## config.mk

```make
export PLATFORM = sky130hd
export DESIGN_NAME = hbh_binner
export DESIGN_NICKNAME = d
export VERILOG_FILES = /design/src/hbh_pkg.sv /design/src/hbh_binner.sv
export SDC_FILE = /design/constraint.sdc
export NUM_CORES = 1
export LEC_CHECK = 0
export ABC_AREA = 1
export BUFFER_PORTS_ARGS = -buffer_cell sky130_fd_sc_hd__buf_2
export CAP_MARGIN = 30
export CORE_ASPECT_RATIO = 1.5
export CORE_MARGIN = 5
export CORE_UTILIZATION = 40
export CTS_BUF_LIST = sky130_fd_sc_hd__clkbuf_16
export DETAILED_ROUTE_END_ITERATION = 10
export GPL_TIMING_DRIVEN = 1
export PLACE_DENSITY = 0.7
export SYNTH_ARGS = -nofsm -noshare
export SYNTH_HDL_FRONTEND = slang
export SYNTH_SLANG_ARGS = --single-unit
```

## constraint.sdc

```tcl
create_clock -name clk -period 8.1 [get_ports clk]
set_input_delay 1.62 -clock clk [delete_from_list [all_inputs] [get_ports clk]]
set_output_delay 1.62 -clock clk [all_outputs]
set_load 0.01 [all_outputs]
```

## src/hbh_pkg.sv

```systemverilog
`default_nettype none
package hbh_pkg;
  localparam int Q2_BINS_DEF     = 4;
  localparam int XB_BINS_DEF     = 4;
  localparam int T_BINS_DEF      = 1;
  localparam int ANGLE_BINS_DEF  = 12;
  localparam int COUNT_WIDTH_DEF = 32;
  localparam int SUM_W           = 48;
  localparam int VAL_W           = 16;
  localparam int CFG_W           = 64;
  localparam int CFG_IDX_W       = 3;
  localparam logic [31:0] PHASE_PER_UNIT = 32'd83443;

  typedef enum logic [1:0] {
    OP_EVENT = 2'd0,
    OP_READ4 = 2'd1,
    OP_READA = 2'd2,
    OP_NONE  = 2'd3
  } op_t;

  localparam logic [CFG_IDX_W-1:0] REG_Q2_LOWER = 3'd0;
  localparam logic [CFG_IDX_W-1:0] REG_Q2_TOP   = 3'd1;
  localparam logic [CFG_IDX_W-1:0] REG_XB_LOWER = 3'd2;
  localparam logic [CFG_IDX_W-1:0] REG_XB_TOP   = 3'd3;
  localparam logic [CFG_IDX_W-1:0] REG_T_EDGES  = 3'd4;
endpackage
`default_nettype wire

```

## src/hbh_binner.sv

```systemverilog
`default_nettype none
// Registered bin lookup: edges compare, angle phase multiply, flat index.
module hbh_binner #(
  parameter int Q2_BINS    = 4,
  parameter int XB_BINS    = 4,
  parameter int ANGLE_BINS = 12,
  parameter int IDX_W      = 8,
  parameter int ANG_W      = 4
) (
  input  wire logic        clk,
  input  wire logic        en,
  input  wire logic [63:0] q2_lower,
  input  wire logic [15:0] q2_top,
  input  wire logic [63:0] xb_lower,
  input  wire logic [15:0] xb_top,
  input  wire logic [31:0] t_edges,
  input  wire logic [15:0] q2_value,
  input  wire logic [15:0] xb_value,
  input  wire logic [15:0] t_value,
  input  wire logic [15:0] phi_angle,
  output logic             in_range_r,
  output logic [IDX_W-1:0] bin_r,
  output logic [ANG_W-1:0] ang_r
);
  import hbh_pkg::*;

  logic [1:0] iq, ix;
  logic       fq, fx, ft;
  logic [31:0] phase;
  logic [37:0] scaled;
  logic [IDX_W-1:0] bin_nxt;

  function automatic logic [16:0] edge_of(input logic [63:0] lo, input logic [15:0] top,
                                          input int k, input int n);
    if (k >= n) edge_of = {1'b0, top};
    else        edge_of = {1'b0, lo[16*k +: 16]};
  endfunction

  // Pick first matching bin on each axis
  always_comb begin
    fq = 1'b0; iq = '0;
    fx = 1'b0; ix = '0;
    for (int k = Q2_BINS - 1; k >= 0; k--) begin
      if ({1'b0, q2_value} >= edge_of(q2_lower, q2_top, k, Q2_BINS) &&
          {1'b0, q2_value} <  edge_of(q2_lower, q2_top, k + 1, Q2_BINS)) begin
        fq = 1'b1; iq = 2'(k);
      end
    end
    for (int k = XB_BINS - 1; k >= 0; k--) begin
      if ({1'b0, xb_value} >= edge_of(xb_lower, xb_top, k, XB_BINS) &&
          {1'b0, xb_value} <  edge_of(xb_lower, xb_top, k + 1, XB_BINS)) begin
        fx = 1'b1; ix = 2'(k);
      end
    end
    ft = (t_value >= t_edges[15:0]) && (t_value < t_edges[31:16]);
    phase  = 32'({{16{phi_angle[15]}}, phi_angle} * PHASE_PER_UNIT);
    scaled = 38'((38'(phase) * 38'(ANGLE_BINS)) >> 32);
    bin_nxt = IDX_W'((int'(iq) * XB_BINS + int'(ix)) * ANGLE_BINS + int'(scaled));
  end

  always_ff @(posedge clk) begin
    if (en) begin
      in_range_r <= fq && fx && ft;
      bin_r      <= bin_nxt;
      ang_r      <= ANG_W'(scaled);
    end
  end
endmodule
`default_nettype wire

```

* Word level (Yosys, flattened, before mapping)
Cells that the tools add are included.
** Storage, ports and cells
- Bits in writable memories :: 0
- Output and inout port bits :: 13
- Bits in latches :: 0
- Memory bits (read-only) :: 0
- Input port bits :: 258
- Flip-flop bits (word level) :: 13
- Memories :: 0
** Cells by class
- Muxes and demuxes :: 16
- Equal/unequal tests :: 0
- Shifts and indexed selects :: 0
- $add $sub $neg :: 2
- $lt $le $gt $ge :: 18
- Multiply operators :: 3
- Reductions and logical operators :: 11
- Div/mod/pow operators :: 0
- Bitwise operators :: 0
** Operators with widths (count)
- 16-bit greater-or-equal comparator :: 9
- 16-bit < comparator :: 9
- 32-bit by 2-bit multiplier with 34-bit output, second input constant :: 1
- 16-bit by 18-bit multiplier with 32-bit output, second input constant :: 1
- 2-bit two-way mux :: 8
- 1-bit logical AND :: 11
- 8-bit by 4-bit adder with 8-bit output :: 1
- 1-bit two-way mux :: 8
- 5-bit by 2-bit multiplier with 6-bit output, second input constant :: 1
- 4-bit by 2-bit adder with 5-bit output :: 1

* Logic depth before layout (Yosys ltp)
Gate-level depths: netlist of run 1.
- Depth after elaboration :: 9
- Depth in mapped cells :: 43
- Depth with buffers taken out :: 43

* Least setup slack after synthesis of run 1
No wires, ideal clock.
- Kind :: input to register
- Start :: input phi_angle[4]
- End :: register bin_r[6], data pin
- Stages :: 36
- Buffers on the path :: 0
- Data arrival time :: 7.901 ns
- Data required time :: 7.842 ns
- Library setup time :: 0.258 ns
- Slack :: -0.059 ns
- Cell sequence :: fa_1 nand2_1 inv_1 nor2_1 ha_1 or2_2 fa_1 fa_1 inv_1 fa_1 fa_1 inv_1 ha_1 nand2_2 nor2_1 nand2_1 nor2_2 nand2_2 nand3_2 nand3_1 nand2_1 xor2_1 inv_1 ha_1 inv_1 nor2_1 nand2_1 nor2_2 nand2_1 nand4_1 nand2_1 ha_1 fa_1 nand2_1 nor2_1 xnor2_1
** Between the ends
- Longest elaborated chain between the ends :: 3
** RTL lines
- start, declared :: line hbh_binner.sv:20 : input wire logic [15:0] phi_angle,
- 16-bit by 18-bit multiplier with 32-bit output :: line hbh_binner.sv:56 : phase = 32'({{16{phi_angle[15]}}, phi_angle} * PHASE_PER_UNIT);
- 32-bit by 2-bit multiplier with 34-bit output :: line hbh_binner.sv:57 : scaled = 38'((38'(phase) * 38'(ANGLE_BINS)) >> 32);
- net scaled[2] :: line hbh_binner.sv:30 : logic [37:0] scaled;
- 8-bit by 4-bit adder with 8-bit output :: line hbh_binner.sv:58 : bin_nxt = IDX_W'((int'(iq) * XB_BINS + int'(ix)) * ANGLE_BINS + int'(scaled));
- net bin_nxt[6] :: line hbh_binner.sv:31 : logic [IDX_W-1:0] bin_nxt;
- end signal, assigned :: line hbh_binner.sv:64 : bin_r <= bin_nxt;
- end, declared :: line hbh_binner.sv:22 : output logic [IDX_W-1:0] bin_r,
The timed path passes the listed nets, and every way through them passes these cells.
A chain may end at the register's enable or synchronous reset.

* Worst setup path after layout of run 1
- Start :: input phi_angle[6]
- End :: register bin_r[6], data pin
Same word-level chain as after synthesis.

==> results by group, run 1 <==
Timing
  – Max Fclk: 122 MHz
  – Max-slew violations: 0
  – PnR worst setup slack: -0.101 ns
  – RSZ-0062 raised after global routing: yes
  – Fin crit share: 1.01
  – Final Setup Violations: 2
  – Worst slew pin tran: between 0.5 and 0.6 ns
  – Fin. Hold Viols: 0
  – Min Tclk post-route: a little over 8 ns
  – Worst hold slack: between 1.5 and 2 ns
  – Setup TNS: -0.108 ns
  – Rel. slew slack: 0.646

Critical path
  – Worst setup SP type: input port
  – WP depth: 39
  – Max incr delay on CP: 0.59 ns
  – Worst EP required: slightly above 8 ns
  – Critical path class: in -> reg
  – Slowest CP cell: fa_1
  – Bufs and invs on worst path: 9
  – Worst Path Arrival: 8.19 ns
  – Worst Setup End Kind: register
  – CP top delay family: adder cells
  – CP Max Fanout: 4
  – CP Launch Point: phi_angle[6]

Layout
  – Fillers: slightly below 3000
  – Nets@finish: around 3000
  – FF+latch area: about 330 µm²
  – Finished Layout Cells: between 2000 and 3000
  – Antenna Cells: 0
  – Syn-to-layout area delta: 31.6%
  – Area of the multi-input gates: 11300 µm²
  – Share of layout cells above drive strength 1: 0.282

GRT
  – Met1 Track Usage GR: 0.200
  – Gr usage total: 0.202
  – Vias in the first global route: 12960
  – First-pass GRT wire length: approximately 59000 µm
  – Global route hottest layer: met2
  – M3 GR Usage: 0.0184
  – Global route overflow: 0
  – Largest net degree at the start of global routing: 12
  – Met2 Use GR: 0.431
  – Initial antenna violation count: 0

Yosys
  – Netlist area before placement: approximately 13000 µm²
  – Register area share after synthesis: 0.0263
  – XOR/XNOR Fraction of Synth Area: 0.0174
  – Yosys cell types: 42
  – Synthesis warning total: 0
  – Post-synthesis simple-gate area fraction: 0.210
  – Syn nets: 2499
  – Largest family of logic cells by synthesized area: adder cells
  – Post-synthesis adder-cell area fraction: 0.498
  – Mux share of post-synthesis cell area: 0
  – Synth Area in Compound Gates: 0.106
  – Flops & latches, synth: 11
  – Synth Instances: roughly 1800
  – Mapped Avg Cell Area: around 7 µm²

Die
  – DIE WIDTH: roughly 150 µm
  – Ports: 271
  – Area of the die: between 30000 and 40000 µm²
  – Initial Util: 0.405
  – Die Y: ~230 µm
  – Core Box Area: slightly above 30000 µm²
  – # rows: 79

Route
  – Router iterations before antenna repair: 6
  – Via density per instance: slightly below 5
  – Vias after detailed routing: 12921
  – Average wire per standard cell: 14.6 µm
  – DRC: 0
  – Initial DRC count: around 380
  – Detailed Route WL: 38400 µm
  – Post-route ant nets: 0

Clock tree
  – CTS Hold Bufs: 0
  – Root buf cell: clkbuf_16
  – CTS buffer count: 3
  – CTS tree: yes
  – CTS max path bufs: 2
  – CTS clk-pin slew, worst paths: roughly 0.040 ns
  – CTS sink count: 11
  – H-tree depth: 1

Min path
  – Min-Delay Path Class: in -> reg
  – Hold_sp: en
  – Hold path depth: 1
  – Hold endpoint: bin_r[0]

Outcome
  – Status: finished, violations left
  – Failing checks: negative setup slack

Placed design
  – Placed cells: ~2600
  – Detail Placement HPWL: ~34000 µm
  – Port Buffers: 270
  – Routability cong.: ~1
  – Setup slack at placement: -0.529 ns

Run
  – Max_cap viols: 0
[metrics by stage]
step	utilization	cell area, µm²
2_1_floorplan	-	12600
3_3_place_gp	0.498	15500
3_5_place_dp	0.498	15500
4_1_cts	0.508	15800
5_1_grt	0.533	16600
6_report	0.533	16600
[area by class of cell]
cell class / count / area share
tap: 405 / 0.0306
multi-input combinational: 1303 / 0.683
timing repair buffer: 425 / 0.154
sequential: 11 / 0.0200
clock inverter: 1 / 0.000227
inverter: 474 / 0.107
clock buffer: 3 / 0.00454
[layout by cell type (no fill, tap or decap), drive strengths merged, types with 2 or more instances in the layout]
cell type / n
a211oi: 7
a21boi: 7
a21o: 5
a21oi: 135
a31oi: 5
buf: 425
clkbuf: 3
edfxtp: 11
fa: 82
ha: 369
inv: 475
nand2: 393
nand3: 60
nand3b: 2
nand4: 31
nor2: 86
nor3: 19
o211ai: 8
o21a: 9
o21ai: 31
o21bai: 6
o221ai: 12
or2: 5
xnor2: 11
xor2: 14
[synthesized netlist by cell type, drive strengths merged]
| cell type | n | area share |
|---|---|---|
| a2111oi | 1 | 0.00070 |
| a211oi | 7 | 0.0042 |
| a21boi | 7 | 0.0042 |
| a21o | 5 | 0.0030 |
| a21oi | 135 | 0.055 |
| a31oi | 5 | 0.0025 |
| a32oi | 1 | 0.00070 |
| and2 | 1 | 0.00050 |
| buf | 2 | 0.0012 |
| clkinv | 1 | 0.00030 |
| edfxtp | 11 | 0.026 |
| fa | 82 | 0.13 |
| ha | 369 | 0.37 |
| inv | 473 | 0.14 |
| nand2 | 393 | 0.13 |
| nand3 | 60 | 0.026 |
| nand3b | 2 | 0.0012 |
| nand4 | 31 | 0.015 |
| nor2 | 86 | 0.029 |
| nor3 | 19 | 0.0084 |
| nor4 | 1 | 0.00050 |
| o211a | 1 | 0.00080 |
| o211ai | 8 | 0.0048 |
| o21a | 9 | 0.0054 |
| o21ai | 31 | 0.012 |
| o21bai | 6 | 0.0036 |
| o221ai | 12 | 0.0084 |
| o31ai | 1 | 0.00060 |
| or2 | 5 | 0.0025 |
| xnor2 | 11 | 0.0077 |
| xor2 | 14 | 0.0098 |
[logic make-up (layout without fill, tap and decap cells)]
family                   Yosys count  in the layout
AND/OR/NAND/NOR                  598            598
buffers and inverters            476            903
adder cells (fa/ha/maj)          451            451
AO/OA/AOI/OAI                    229            229
XOR/XNOR                          25             25
flip-flops                        11             11
[sequential cells by signal, summed over array words and instances, names as in the netlist]
signal      count
ang_r           2
in_range_r      1
bin_r           8
[layer usage]
layer | wire (µm) | up-vias
li1 | - | 6578
met1 | 13800 | 5885
met2 | 21300 | 355
met3 | 1560 | 103
met4 | 1630 | 0
met5 | 0 | -
[worst max path at each step]
stage	endpoint	slack [ns]
3_3_place_gp	bin_r[6]	-0.42
6_report	bin_r[6]	-0.10
2_1_floorplan	bin_r[6]	0.05
3_5_place_dp	bin_r[6]	-0.53
4_1_cts	bin_r[6]	0.001
5_1_grt	bin_r[6]	-0.36
[what timing repair did]
action,in CTS,in global routing
pin swaps,31,94
buffers inserted,14,5
gates resized for setup,26,148
endpoints found under the setup margin,5,6
gates cloned,0,0
Power of run 1 is not shown: default switching activity piles up to over one toggle a cycle in this logic, so the estimate is an artifact.
==> run 2, diff against run 1 <==
- PLACE_DENSITY: 0.7 -> unset
- RECOVER_POWER: unset -> 50
- SKIP_CTS_REPAIR_TIMING: unset -> 1
==> run 2 against run 1 <==
  * The run now ends clean
  * Maximum frequency up 2.6%
  * Global-route usage is 0.34 points lower
  * Flip-flop and latch count did not move
  * Non-clock buffer count grew 8
  * Routed wire length down 3.8%
  * Sequential share of layout area is essentially flat
  * Final area grew 0.29%
==> results by group, run 2 (same netlist as run 1, synthesis figures left out) <==
Timing
  – Rel. slew slack: 0.615 (-0.0312)
  – Max-slew violations: 0 (unchanged)
  – Min Tclk post-route: 7.99 ns (-0.209 ns)
  – Final Setup Violations: 0 (-2)
  – Worst slew pin tran: 0.577 ns (+0.0516 ns)
  – Fin. Hold Viols: 0 (unchanged)
  – Fin crit share: 0.987 (-0.0258)
  – RSZ-0062 raised after global routing: yes
  – Max Fclk: 125 MHz (+2.6%)

Run
  – Max_cap viols: 0 (unchanged)

Layout
  – Top flop regs: bin_r x8, ang_r x2, in_range_r x1
  – Commonest cells after routing, fill and taps aside: inv_1, ha_1, nand2_1
  – Commonest non-fill, non-tap cell in the layout: inv_1
  – Share of layout cells above drive strength 1: 0.287 (+0.00528)
  – Max reg flops: 8 (unchanged)
  – Largest Register: bin_r
  – Syn-to-layout area delta: 32.0%
  – Finished Layout Cells: 2631 (+0.34%)
  – Nets@finish: 2935 (+0.27%)

GRT
  – First-pass GRT wire length: 57800 µm (-1.8%)
  – Largest net degree at the start of global routing: 12 (unchanged)
  – Initial antenna violation count: 1 (+1)
  – Gr usage total: 0.198 (-0.00343)
  – Global route overflow: 0 (unchanged)
  – Vias in the first global route: 12718 (-1.9%)

Clock tree
  – CTS sink count: 11 (unchanged)
  – H-tree depth: 1 (unchanged)
  – CTS tree: yes
  – CTS clk-pin slew, worst paths: 0.04 ns (about the same)
  – Root buf cell: clkbuf_16
  – CTS max path bufs: 2 (unchanged)
  – CTS buffer count: 3 (unchanged)

Critical path
  – Worst Path Arrival: 7.97 ns (-0.22 ns)
  – Slowest CP cell: fa_2
  – CP Max Fanout: 4 (unchanged)
  – Worst setup SP type: input port
  – Worst EP required: 8.08 ns (about the same)
  – Worst Setup End Kind: register
  – CP dominant cell by count: nand2_1
  – Max incr delay on CP: 0.61 ns (+0.02 ns)
  – Critical path class: in -> reg

Die
  – Initial Util: 0.405 (unchanged)
  – Area of the die: 35200 µm² (unchanged)
  – Core Box Area: 31000 µm² (unchanged)
  – # rows: 79 (unchanged)
  – Die Y: 227 µm (unchanged)
  – DIE WIDTH: 155 µm (unchanged)
  – Ports: 271 (unchanged)

Route
  – Via density per instance: 4.82 (-2.2%)
  – Post-route ant nets: 0 (unchanged)
  – Average wire per standard cell: 14.0 µm (-4.1%)
  – DRC: 0 (unchanged)
  – Detailed Route WL: 36900 µm (-3.8%)
  – Router iterations before antenna repair: 6 (unchanged)
  – Vias after detailed routing: 12681 (-1.9%)
  – Initial DRC count: 307 (-20%)

Placed design
  – Port Buffers: 270 (unchanged)
  – Detail Placement HPWL: 34000 µm (+0.43%)
  – Placed cells: 2613 (+0.46%)
  – Routability cong.: 0.905 (-9.3%)

Outcome
  – Status: completed

Min path
  – Min-Delay Path Class: in -> reg
[run 2: cell count changes in the layout (fill, tap and decap cells not counted), sizes merged]
cell	previous run	this run
buf	425	427
diode	0	1
clkbuf	3	9
[run 2: final cells by class]
cell class	instances	area [µm²]
Clock inverter	1	3.75
Antenna cell	1	2.50
Timing Repair Buffer	433	2600
Inverter	474	1780
Clock buffer	3	75.1
Tap cell	405	507
Fill cell	3071	14400
Sequential cell	11	330
Multi-Input combinational cell	1303	11300
[run 2: metal layers]
metal,vias up,part of all wire,GRT usage
met5,-,0,0
met4,0,0.035,0.0593
met3,67,0.035,0.0135
met2,261,0.57,0.425
met1,5749,0.36,0.199
li1,6604,-,-
[run 2: worst paths after layout]
| path | startpoint | end | cells after the start |
|---|---|---|---|
| worst min-delay path | en | in_range_r | 1 |
| worst max-delay path | phi_angle[6] | bin_r[4] | 36 |
[run 2: worst max-delay path, delay by kind of cell]
kind	cells	cell delay, ns
AOI/OAI and AO/OA	3	0.27
xor gates and xnor gates	2	0.38
adders and majority gates	10	3.94
buffers and inverters	6	0.51
and+or+nand+nor	15	1.23
[run 2: per-stage QoR]
step                area, µm²  setup slack, ns  hold slack [ns]  utilization  setup TNS [ns]
global placement        15600           -0.472             2.00        0.501           -1.73
CTS                     15600           -0.309             1.76        0.504          -0.844
floorplan               12600           0.0460             1.73            -               0
detailed placement      15600           -0.530             2.01        0.501           -1.99
finish                  16600            0.108             1.89        0.535               0
global route            16600           -0.170             1.94        0.535          -0.406
Power of run 2 is left out for the same reason.
==> run 3, diff against run 2 <==
- CELL_PAD_IN_SITES_DETAIL_PLACEMENT: unset -> 0
- CELL_PAD_IN_SITES_GLOBAL_PLACEMENT: unset -> 1
- CORE_UTILIZATION: 40 -> 37
- PLACE_DENSITY_LB_ADDON: unset -> 0.1
==> run 3 against run 2 <==
  * Non-clock buffer count rose by 11
  * Largest cell class unchanged
  * Count of clock-buffer cells in the layout unchanged
  * Global-route usage down 0.81 points
  * Final cell count is 1.1% higher
  * Critical path type unchanged
  * Maximum frequency decreased by 0.40%
  * Core utilization shrank 4.1 points
  * Final area down 0.12%
  * Critical endpoint is now bin_r[6]
  * First-iteration DRC count is 2.9% higher
  * Sequential share of layout area hardly changed
  * Worst setup slack lost 0.032 ns
  * Worst hold slack lost 0.011 ns
==> results by group, run 3 (same netlist as run 1, synthesis figures left out) <==
Layout
  – Commonest cells after routing, fill and taps aside: inv_1, ha_1, nand2_1
  – Largest Register: bin_r
  – Max reg flops: 8 (unchanged)
  – Top flop regs: bin_r x8, ang_r x2, in_range_r x1
  – Nets@finish: 2946 (+0.37%)
  – Share of layout cells above drive strength 1: 0.281 (-0.00633)
  – Commonest non-fill, non-tap cell in the layout: inv_1
  – Syn-to-layout area delta: 31.9%
  – Fillers: 3541 (+15%)

Die
  – Ports: 271 (unchanged)
  – # rows: 82 (+3.8%)
  – DIE WIDTH: 161 µm (+3.7%)
  – Core Box Area: 33500 µm² (+8.1%)
  – Initial Util: 0.375 (-0.0303)
  – Area of the die: 37900 µm² (+7.7%)
  – Die Y: 236 µm (+3.8%)

Min path
  – Hold endpoint: ang_r[3]
  – Min-Delay Path Class: in -> reg
  – Hold path depth: 1 (unchanged)
  – Hold_sp: en

Placed design
  – Port Buffers: 270 (unchanged)
  – Routability cong.: 0.864 (-4.5%)
  – Detail Placement HPWL: 35100 µm (+3.1%)

Run
  – Max_cap viols: 0 (unchanged)

Clock tree
  – CTS tree: yes
  – CTS clk-pin slew, worst paths: 0.04 ns (about the same)
  – Root buf cell: clkbuf_16
  – CTS max path bufs: 2 (unchanged)
  – H-tree depth: 1 (unchanged)
  – CTS buffer count: 3 (unchanged)
  – CTS sink count: 11 (unchanged)

GRT
  – Global route overflow: 0 (unchanged)
  – Largest net degree at the start of global routing: 12 (unchanged)
  – First-pass GRT wire length: 59500 µm (+3.0%)
  – Initial antenna violation count: 5 (+4)
  – Vias in the first global route: 12778 (+0.47%)
  – Gr usage total: 0.190 (-0.00812)

Critical path
  – CP Launch Point: phi_angle[5]
  – Slowest CP cell: fa_2
  – Worst EP required: 8.08 ns (about the same)
  – WP depth: 36 (unchanged)
  – Worst Path Arrival: 8.01 ns (+0.04 ns)
  – Critical path class: in -> reg
  – Worst setup SP type: input port
  – CP Max Fanout: 4 (unchanged)
  – Worst Setup End Kind: register
  – CP dominant cell by count: fa_1
  – Max incr delay on CP: 0.61 ns (about the same)
  – Bufs and invs on worst path: 7 (+1)
  – CP top delay family: adder cells

Timing
  – Final Setup Violations: 0 (unchanged)
  – Fin. Hold Viols: 0 (unchanged)
  – Max-slew violations: 0 (unchanged)
  – Rel. slew slack: 0.630 (+0.0148)
  – Worst slew pin tran: 0.555 ns (-0.0222 ns)
  – RSZ-0062 raised after global routing: yes
  – Fin crit share: 0.991 (+0.00398)
  – Worst hold slack: 1.88 ns (-0.0113 ns)
  – Max Fclk: 125 MHz (-0.40%)
  – Min Tclk post-route: 8.02 ns (+0.0322 ns)

Route
  – Top sig layer: met4
  – Post-route ant nets: 0 (unchanged)
  – Detailed Route WL: 37400 µm (+1.4%)
  – Initial DRC count: 316 (+2.9%)
  – Wire length on met3: 1220 µm (-5.6%)
  – Average wire per standard cell: 14.1 µm (+0.27%)
  – DRC: 0 (unchanged)
  – Met2 Wirelength: 20800 µm (-0.51%)
  – M1 WL: 13600 µm (+2.1%)
  – Vias after detailed routing: 12497 (-1.5%)
  – Router iterations before antenna repair: 5 (-1)
  – Via density per instance: 4.70 (-2.6%)

Outcome
  – Status: completed
-- run 3: changes by cell type in the layout (fill, tap and decap cells not counted), sizes merged --
cell    delta
buf       +12
diode      +4
clkbuf     -1
-- run 3: cell type report --
cell class / count / area, µm² / share of cell area
Multi-Input combinational cell: 1303 / 11200 / 0.674
Timing Repair Buffer: 444 / 2690 / 0.162
Inverter: 474 / 1780 / 0.107
Tap cell: 420 / 526 / 0.0317
Sequential cell: 11 / 330 / 0.0199
Clock buffer: 3 / 75.1 / 0.00453
Antenna cell: 5 / 12.5 / 0.000755
Clock inverter: 1 / 3.75 / 0.000226
-- run 3: worst max-delay path by stage --
stage,endpoint,slack [ns]
global route,bin_r[6],-0.20
floorplan,bin_r[6],0.05
detailed placement,bin_r[6],-0.62
global placement,bin_r[6],-0.49
finish,bin_r[6],0.08
CTS,bin_r[6],-0.39
-- run 3: routing by layer --
| metal | GRT usage | up-vias |
|---|---|---|
| met1 | 0.191 | 5539 |
| met5 | 0 | - |
| met3 | 0.0161 | 76 |
| li1 | - | 6621 |
| met4 | 0.0717 | 0 |
| met2 | 0.394 | 261 |
-- run 3: per-stage QoR --
| stage | setup TNS (ns) | setup WS (ns) | utilization | area (µm²) | instances |
|---|---|---|---|---|---|
| floorplan | 0 | 0.0460 | - | 12600 | 1790 |
| global placement | -1.93 | -0.494 | 0.468 | 15700 | 2643 |
| detailed placement | -2.42 | -0.618 | 0.468 | 15700 | 2643 |
| CTS | -1.24 | -0.387 | 0.470 | 15800 | 2647 |
| global route | -0.548 | -0.203 | 0.494 | 16600 | 2661 |
| finish | 0 | 0.0755 | 0.494 | 16600 | 2661 |
Power of run 3 is left out for the same reason.
